## config.mk

```make
export PLATFORM = sky130hd
export DESIGN_NAME = io_wait_table_with_deadlines
export DESIGN_NICKNAME = d
export VERILOG_FILES = /design/src/rtl/iwt_pkg.sv /design/src/rtl/iwt_cell.sv /design/src/rtl/io_wait_table_with_deadlines.sv
export SDC_FILE = /design/constraint.sdc
export NUM_CORES = 2
export LEC_CHECK = 0
export BUFFER_PORTS_ARGS = -buffer_cell sky130_fd_sc_hd__buf_2
export CORE_AREA = 2 2 448 628
export CTS_CLUSTER_SIZE = 40
export DETAILED_ROUTE_END_ITERATION = 10
export DIE_AREA = 0 0 450 630
export RECOVER_POWER = 50
export SLEW_MARGIN = 15
export SYNTH_ARGS = -nofsm -noshare
export SYNTH_HDL_FRONTEND = slang
export SYNTH_SLANG_ARGS = --single-unit
```

## constraint.sdc

```tcl
create_clock -name clock -period 80.6 [get_ports clock]
set_input_delay 16.12 -clock clock [delete_from_list [all_inputs] [get_ports clock]]
set_output_delay 16.12 -clock clock [all_outputs]
set_load 0.02 [all_outputs]
```

## src/rtl/iwt_pkg.sv

```systemverilog
// Shared types, codes and sizes for the I/O wait table.
`timescale 1ns / 1ps
`default_nettype none

package iwt_pkg;

   localparam int TABLE_ENTRIES = 16;
   localparam int COUNT_W       = $clog2(TABLE_ENTRIES + 1);

   localparam int OP_W     = 2;
   localparam int DESC_W   = 10;
   localparam int WAITER_W = 8;
   localparam int TIME_W   = 48;
   localparam int STATUS_W = 3;

   // operation codes
   localparam logic [OP_W-1:0] OP_ADD    = 2'd0;
   localparam logic [OP_W-1:0] OP_EVENT  = 2'd1;
   localparam logic [OP_W-1:0] OP_CANCEL = 2'd2;

   // result status codes
   localparam logic [STATUS_W-1:0] ST_ADDED     = 3'd0;
   localparam logic [STATUS_W-1:0] ST_FULL      = 3'd1;
   localparam logic [STATUS_W-1:0] ST_WOKEN     = 3'd2;
   localparam logic [STATUS_W-1:0] ST_NOT_FOUND = 3'd3;
   localparam logic [STATUS_W-1:0] ST_CANCELLED = 3'd4;

   // cell moves
   localparam logic [1:0] CELL_HOLD = 2'd0;
   localparam logic [1:0] CELL_PUSH = 2'd1;
   localparam logic [1:0] CELL_POP  = 2'd2;

   typedef struct packed {
      logic [OP_W-1:0]     operation;
      logic [DESC_W-1:0]   descriptor;
      logic [WAITER_W-1:0] waiter;
      logic                want_write;
      logic [TIME_W-1:0]   deadline;
      logic [TIME_W-1:0]   now_ms;
      logic                ready_read;
      logic                ready_write;
      logic                error_flag;
   } req_type;

   typedef struct packed {
      logic [STATUS_W-1:0] status;
      logic [WAITER_W-1:0] woken_waiter;
      logic                by_deadline;
      logic                last;
   } rsp_type;

   typedef struct packed {
      logic [DESC_W-1:0]   descriptor;
      logic [WAITER_W-1:0] waiter;
      logic                is_write;
      logic [TIME_W-1:0]   deadline;
   } entry_type;

   typedef struct packed {
      logic [1:0] mode;
      logic       load_tail;
   } cell_ctrl_type;

   typedef struct packed {
      logic                is_cancel;
      logic [DESC_W-1:0]   descriptor;
      logic [WAITER_W-1:0] waiter;
      logic [TIME_W-1:0]   now_ms;
      logic                ready_read;
      logic                ready_write;
      logic                error_flag;
   } probe_type;

endpackage

`default_nettype wire

```

## src/rtl/iwt_cell.sv

```systemverilog
// One table cell: holds one pending wait and tests it against the current request.
`timescale 1ns / 1ps
`default_nettype none

module iwt_cell (
   input  wire                        clock,
   input  wire iwt_pkg::cell_ctrl_type ctrl,
   input  wire iwt_pkg::entry_type    prev_entry,
   input  wire iwt_pkg::entry_type    next_entry,
   input  wire iwt_pkg::entry_type    head_entry,
   input  wire iwt_pkg::probe_type    probe,
   output iwt_pkg::entry_type         entry,
   output logic                       match,
   output logic                       timed
);
   import iwt_pkg::*;

   entry_type entry_ff;
   entry_type entry_in;
   logic      kind_ready;

   always_comb begin
      case (ctrl.mode)
         CELL_PUSH: entry_in = prev_entry;
         CELL_POP:  entry_in = ctrl.load_tail ? head_entry : next_entry;
         default:   entry_in = entry_ff;
      endcase
   end

   always_ff @(posedge clock) begin
      entry_ff <= entry_in;
   end

   // wake test for events, waiter test for cancels
   assign kind_ready = entry_ff.is_write ? probe.ready_write : probe.ready_read;
   assign timed      = (entry_ff.deadline != '0) && (entry_ff.deadline <= probe.now_ms);

   always_comb begin
      if (probe.is_cancel) begin
         match = (entry_ff.waiter == probe.waiter);
      end else begin
         match = timed || ((entry_ff.descriptor == probe.descriptor) &&
                           (kind_ready || probe.error_flag));
      end
   end

   assign entry = entry_ff;

endmodule

`default_nettype wire

```

## src/rtl/io_wait_table_with_deadlines.sv

```systemverilog
// Top level of the I/O wait table: request decode, cell chain and result register.
//
//   channel   direction  handshake               beat
//   req_      in         req_valid / req_ready   one add, event or cancel request
//   rsp_      out        rsp_valid / rsp_ready   one result, last marks the final one
//
// An event or a cancel rotates the chain one wait past its head cell per cycle,
// dropping the ones that wake or are cancelled and sending the rest to the tail,
// so the newest-first order is back in place when the pass ends. A request code
// of 3 is taken and dropped. A stalled result register holds the pass at the next
// wait that needs a beat. Reset empties the table at once; the cell contents need
// no clearing.
`timescale 1ns / 1ps
`default_nettype none

module io_wait_table_with_deadlines (
   input  wire                   clock,
   input  wire                   reset,
   input  wire                   req_valid,
   output logic                  req_ready,
   input  wire iwt_pkg::req_type req_data,
   output logic                  rsp_valid,
   input  wire                   rsp_ready,
   output iwt_pkg::rsp_type      rsp_data
);
   import iwt_pkg::*;

   localparam logic [1:0] S_IDLE = 2'd0;
   localparam logic [1:0] S_ADD  = 2'd1;
   localparam logic [1:0] S_SCAN = 2'd2;

   logic [1:0]         state_ff, state_in;
   logic [COUNT_W-1:0] count_ff, count_in;
   logic [COUNT_W-1:0] steps_ff, steps_in;
   logic               found_ff, found_in;
   req_type            req_ff, req_in;
   rsp_type            rsp_ff, rsp_in;
   logic               rsp_valid_ff, rsp_valid_in;

   entry_type          cell_q [TABLE_ENTRIES];
   logic [TABLE_ENTRIES-1:0] cell_match, cell_timed;
   cell_ctrl_type      cell_ctrl [TABLE_ENTRIES];
   entry_type          new_entry;
   probe_type          probe;

   logic               out_free;
   logic               emit;
   rsp_type            emit_data;
   logic [1:0]         chain_mode;
   logic               keep_head;
   logic               other_match;
   logic               accept;

   assign accept    = req_valid && req_ready;
   assign req_ready = (state_ff == S_IDLE);
   assign out_free  = !rsp_valid_ff || rsp_ready;

   // hold the request for the whole pass
   assign req_in = accept ? req_data : req_ff;

   assign new_entry.descriptor = req_ff.descriptor;
   assign new_entry.waiter     = req_ff.waiter;
   assign new_entry.is_write   = req_ff.want_write;
   assign new_entry.deadline   = req_ff.deadline;

   assign probe.is_cancel   = (req_ff.operation == OP_CANCEL);
   assign probe.descriptor  = req_ff.descriptor;
   assign probe.waiter      = req_ff.waiter;
   assign probe.now_ms      = req_ff.now_ms;
   assign probe.ready_read  = req_ff.ready_read;
   assign probe.ready_write = req_ff.ready_write;
   assign probe.error_flag  = req_ff.error_flag;

   // any wait behind the head that still wakes; recirculated waits never match
   always_comb begin
      other_match = 1'b0;
      for (int i = 1; i < TABLE_ENTRIES; i++) begin
         if (COUNT_W'(i) < count_ff) begin
            other_match = other_match | cell_match[i];
         end
      end
   end

   // the cell chain: index 0 is the newest wait
   for (genvar g = 0; g < TABLE_ENTRIES; g++) begin : g_cell
      entry_type prev_e, next_e;

      if (g == 0) begin : g_head
         assign prev_e = new_entry;
      end else begin : g_body
         assign prev_e = cell_q[g-1];
      end

      if (g == TABLE_ENTRIES - 1) begin : g_tail
         assign next_e = cell_q[g];
      end else begin : g_mid
         assign next_e = cell_q[g+1];
      end

      assign cell_ctrl[g].mode      = chain_mode;
      assign cell_ctrl[g].load_tail = keep_head && (count_ff == COUNT_W'(g + 1));

      iwt_cell u_cell (
         .clock      (clock),
         .ctrl       (cell_ctrl[g]),
         .prev_entry (prev_e),
         .next_entry (next_e),
         .head_entry (cell_q[0]),
         .probe      (probe),
         .entry      (cell_q[g]),
         .match      (cell_match[g]),
         .timed      (cell_timed[g])
      );
   end

   // sequencer
   always_comb begin
      state_in   = state_ff;
      count_in   = count_ff;
      steps_in   = steps_ff;
      found_in   = found_ff;
      emit       = 1'b0;
      emit_data  = '0;
      chain_mode = CELL_HOLD;
      keep_head  = 1'b0;

      unique case (state_ff)
         S_IDLE: begin
            if (accept) begin
               unique case (req_data.operation)
                  OP_ADD: state_in = S_ADD;
                  OP_EVENT, OP_CANCEL: begin
                     state_in = S_SCAN;
                     steps_in = count_ff;
                     found_in = 1'b0;
                  end
                  default: state_in = S_IDLE;
               endcase
            end
         end
         S_ADD: begin
            if (out_free) begin
               emit           = 1'b1;
               emit_data.last = 1'b1;
               if (count_ff == COUNT_W'(TABLE_ENTRIES)) begin
                  emit_data.status = ST_FULL;
               end else begin
                  emit_data.status = ST_ADDED;
                  chain_mode       = CELL_PUSH;
                  count_in         = count_ff + 1'b1;
               end
               state_in = S_IDLE;
            end
         end
         S_SCAN: begin
            if (steps_ff == '0) begin
               if (found_ff) begin
                  state_in = S_IDLE;
               end else if (out_free) begin
                  emit             = 1'b1;
                  emit_data.status = ST_NOT_FOUND;
                  emit_data.last   = 1'b1;
                  state_in         = S_IDLE;
               end
            end else begin
               // a cancel drops only the first wait of its waiter
               if (cell_match[0] && !(probe.is_cancel && found_ff)) begin
                  if (out_free) begin
                     chain_mode = CELL_POP;
                     steps_in   = steps_ff - 1'b1;
                     count_in   = count_ff - 1'b1;
                     found_in   = 1'b1;
                     emit       = 1'b1;
                     if (probe.is_cancel) begin
                        emit_data.status       = ST_CANCELLED;
                        emit_data.woken_waiter = req_ff.waiter;
                        emit_data.last         = 1'b1;
                     end else begin
                        emit_data.status       = ST_WOKEN;
                        emit_data.woken_waiter = cell_q[0].waiter;
                        emit_data.by_deadline  = cell_timed[0];
                        emit_data.last         = !other_match;
                     end
                  end
               end else begin
                  // recirculate the head to the tail
                  chain_mode = CELL_POP;
                  keep_head  = 1'b1;
                  steps_in   = steps_ff - 1'b1;
               end
            end
         end
         default: state_in = S_IDLE;
      endcase
   end

   // result register
   assign rsp_valid_in = emit || (rsp_valid_ff && !rsp_ready);
   assign rsp_in       = emit ? emit_data : rsp_ff;

   always_ff @(posedge clock) begin
      if (reset) begin
         state_ff     <= S_IDLE;
         count_ff     <= '0;
         steps_ff     <= '0;
         found_ff     <= 1'b0;
         rsp_valid_ff <= 1'b0;
      end else begin
         state_ff     <= state_in;
         count_ff     <= count_in;
         steps_ff     <= steps_in;
         found_ff     <= found_in;
         rsp_valid_ff <= rsp_valid_in;
      end
   end

   always_ff @(posedge clock) begin
      req_ff <= req_in;
      rsp_ff <= rsp_in;
   end

   assign rsp_valid = rsp_valid_ff;
   assign rsp_data  = rsp_ff;

   // checks
   a_count_bound: assert property (@(posedge clock) disable iff (reset)
      count_ff <= COUNT_W'(TABLE_ENTRIES))
      else $error("pending count above table size");

   a_steps_bound: assert property (@(posedge clock) disable iff (reset)
      steps_ff <= count_ff)
      else $error("scan steps exceed pending waits");

   a_add_grows: assert property (@(posedge clock) disable iff (reset)
      (state_ff == S_ADD) && out_free && (count_ff != COUNT_W'(TABLE_ENTRIES))
      |=> count_ff == $past(count_ff) + 1'b1)
      else $error("add did not grow the table");

   a_idle_silent: assert property (@(posedge clock) disable iff (reset)
      (state_ff == S_IDLE) |-> !emit)
      else $error("result raised while idle");

endmodule

`default_nettype wire
```

==> impl_metrics.tcl <==
set metrics [dict create \
    cts.sink_count 1219 \
    post-cts-setup-buffer-count 0 \
    grtUsageMet2_pct 35.8 \
    ys_types 71 \
    slew_headroom_pct -521 \
    final.min_clock_period_ps 28200 \
    regToRegStartpoint "g_cell[0].u_cell.entry[18]$_DFFE_PP_" \
    ys_top_cells_by_area "edfxtp_1, ha_1, mux2i_1" \
    critical-path-top-delay-family "buffers and inverters" \
    violated_checks "max-capacitance violations, max-slew violations" \
    count_of_pins_over_their_slew_limit 1345 \
    power.switching_fraction_pct 25.7 \
    fp.dieW_um 450 \
    report.final.setup_viol 0 \
    tritoncts_clock_tree "built" \
    detail_route.first_pass.iterations 6 \
    fin_worst_skew_ps 113 \
    yosys_register_bits 1219 \
    multi_input_comb_area_um2 41700 \
    grt_setup_unrepaired "false" \
    grt_first_pass_wirelength_mm 442 \
    timing_worst_setup_path_type "input pin to flip-flop" \
    worst_pin_slew_ps 9320 \
    ys.warnings.count 0 \
    dr_total_vias 62836 \
    grt_most_used_layer "met2" \
    io_buffers 138 \
    clockRootBuffer "clkbuf_16" \
    async_flop_share_pct 0 \
    crit_arrival_ps 28600 \
    wl_per_cell_um 27.3 \
    clk_transition_reported_paths_ps 60 \
    drt_iter0_markers 5829 \
    reg2reg_setup_slack_ps 63880 \
    cts_hold_buf 0 \
    timing.final.hold_violations 0 \
    routed_wl_mm 309 \
    worst_hold_stages 2 \
    timing.critical_path.slowest_stage_cell "clkbuf_1" \
    io_pins 139 \
    status "complete, but fails checks" \
    power_density_relative_to_cell_area_nw_per_um2 16.8 \
    synth_top_area_share_pct 45.1 \
    power.clock.fraction_pct 43.1 \
    dp_hpwl_mm 230 \
    synth_top_area_cell "edfxtp_1" \
    place.detailed.instances 11032 \
    cts-root-to-sink-buffers 4 \
    globalRoute.totalOverflow 0 \
    r2r-end "g_cell[8].u_cell.entry[4]$_DFFE_PP_" \
    clock.fmax_mhz 35.5 \
    min_delay_worst_type "flip-flop to flip-flop" \
    end_kind "flip-flop" \
    die_area_um2 284000 \
    vdd_ir_drop_max_mv 0.0146 \
    die_h_um 630 \
    min_to "steps_ff[0]$_SDFFE_PP0P_" \
    synth_area_per_cell_um2 10.8 \
    combPwrFrac_pct 9.4 \
    ctsHtreeMaxLevel 4 \
    number_of_placement_rows 229 \
    static_leakage_nw 30.8 \
    timing.setup.tns_ps 0 \
    clk-insertion-delay-late_ps 870 \
    drcViolationCount 0 \
    cts_buffers 142 \
    gr_util_met1_pct 22.7 \
    final_cell_count_no_fill 11296 \
    power.net_switching_mw 0.388 \
    post_drt_via_cell_ratio 5.56 \
    synth_enable_flop_cells 1205 \
    drive_gt1_share_pct 10.2 \
    cell_internal_pwr_mw 1.12 \
    worst_ep_required_time_ps 81000 \
    initial_utilization_pct 28.9 \
    grt_pass1_vias 62144 \
    globalRouteTotalUtil_pct 21.0 \
    maxCapViolCount 19 \
    fin_crit_sh_pct 35.0 \
    pin_count_of_the_biggest_net_entering_global_routing 235 \
    post_cts.resized_instances 0 \
    syn_to_final_growth_pct 12.1 \
    critical_path_buf_inv_count 6 \
    postSynthCellCount 7436 \
    number_of_nets_in_the_finished_design 8388 \
    cells_traversed_along_the_worst_timing_path "buf_2 -> nor2b_1 -> nand2_1 -> nand3_1 -> inv_1 -> ha_1 -> clkinvlp_2 -> clkbuf_1 -> buf_4 -> buf_4" \
    worstPathMaxFanout 147 \
    critPathMostFrequentCell "buf_4" \
    antenna_violating_nets_post_route 0 \
    synthesis.area_um2 80200 \
    crit_path_start_kind "input pin" \
    gp_congestion 1.02 \
    gr-usage-met3_pct 3.25 \
    logic_depth_of_the_worst_register_to_register_path 16 \
    core_area_um2 277000 \
    mostFrequentLayoutCell "edfxtp_1" \
    fillCellCount 28252 \
    synth_ff_type "edfxtp_1" \
    antenna_found_initial 24 \
    mostFrequentLayoutCells "edfxtp_1, a21oi_1, nor2_1, mux2i_1, ha_1" \
    synth_nets 8341 \
    min_from "steps_ff[0]$_SDFFE_PP0P_" \
    cpPeakStageDelay_ps 6290 \
    sequential_cell_area_um2 36500 \
    sequentialPowerShare_pct 47.5 \
    yosysSeqAreaShare_pct 45.4 \
]
## worst min-delay path, stage by stage (launching register included)
cell and delay, ps:
dfxtp_1 330, inv_1 90, a21oi_1 70
## cells in the mapped netlist (6+ instances only)
cell type,count
mux2i_1,863
nand3_1,91
buf_6,13
o2111ai_1,13
o211ai_1,24
or3_1,12
nor3b_1,6
nor2_1,958
clkbuf_1,347
a221o_1,6
dfxtp_1,14
nor4_1,256
nand4_1,241
o31ai_1,10
mux2_2,210
nand2_1,198
o22ai_1,9
or4_1,17
ha_1,781
a21oi_1,1143
and4_1,24
a2111oi_0,13
edfxtp_1,1205
nor2b_1,41
nand2b_1,21
xor2_1,126
inv_1,89
nor3_1,48
a221oi_1,20
buf_2,59
a21o_1,101
o21ai_0,110
buf_4,36
o21a_1,9
buf_1,17
a31oi_1,10
o221ai_1,15
a211oi_1,45
xnor2_1,163
## cell families (layout without fill, tap and decap cells)
kind of cell / count (synthesis) / in the layout / share of synthesized area (%)
XOR/XNOR: 289 / 289 / 3.15
multiplexers: 1073 / 1073 / 13.7
other: 0 / 15 / 0
adder cells (fa/ha/maj): 781 / 781 / 12.2
flip-flops: 1219 / 1219 / 45.4
AO/OA/AOI/OAI: 1575 / 1575 / 11.0
buffers and inverters: 561 / 710 / 3.01
AND/OR/NAND/NOR: 1938 / 1938 / 11.5
## area by class of cell
| cell class | instances | area share (%) |
|---|---|---|
| antenna | 15 | 0.0417 |
| clock buffer | 171 | 4.21 |
| clock inverter | 75 | 0.714 |
| inverter | 89 | 0.373 |
| multi-input combinational | 5656 | 46.3 |
| sequential | 1219 | 40.5 |
| tap | 3696 | 5.14 |
| timing repair buffer | 375 | 2.66 |
## worst max-delay path by stage
stage                                            endpoint  cells past startpoint      start  slack [ps]
finish                g_cell[8].u_cell.entry[4]$_DFFE_PP_                     10  rsp_ready       52400
global route          g_cell[9].u_cell.entry[5]$_DFFE_PP_                     10  rsp_ready       51570
CTS                 g_cell[15].u_cell.entry[24]$_DFFE_PP_                     14  rsp_ready       58200
detailed placement  g_cell[15].u_cell.entry[24]$_DFFE_PP_                     14  rsp_ready       57330
global placement     g_cell[0].u_cell.entry[22]$_DFFE_PP_                     14  rsp_ready       57360
floorplan            g_cell[10].u_cell.entry[0]$_DFFE_PP_                      7  rsp_ready       44240
## registers in the layout, indices dropped and copies added, names as in the netlist
name,count
rsp_data,13
g_cell.prev_e,67
count_ff,5
rsp_valid,1
req_ff,2
state_ff,2
probe,51
steps_ff,5
g_cell.u_cell.entry,1072
found_ff,1
## per-layer routing
layer | vias up | routed length [µm]
met2 | 2473 | 149000
met3 | 898 | 17300
li1 | 28577 | -
met4 | 6 | 31500
met5 | - | 39
met1 | 30882 | 110000
## power groups by stage
stage	clock network (mW)	logic, mW	registers (mW)
after CTS	0.663	0.141	0.715
after detailed placement	0	0.140	0.729
after global placement	0	0.134	0.729
after floorplan	0	0.0852	0.731
final	0.650	0.142	0.717
after global routing	0.683	0.154	0.718
## per-stage QoR
step / hold WS, ps / setup slack [ps] / power (mW) / util (%) / area [µm²]
detailed placement: 498 / 57330 / 0.869 / 30.9 / 85600
finish: 529 / 52400 / 1.51 / 32.4 / 89900
global placement: 469 / 57360 / 0.863 / 30.8 / 85600
global route: 534 / 51570 / 1.55 / 32.4 / 89900
CTS: 521 / 58200 / 1.52 / 32.5 / 90000
floorplan: 456 / 44240 / 0.816 / - / 80200
(Power assumes the default switching activity.)
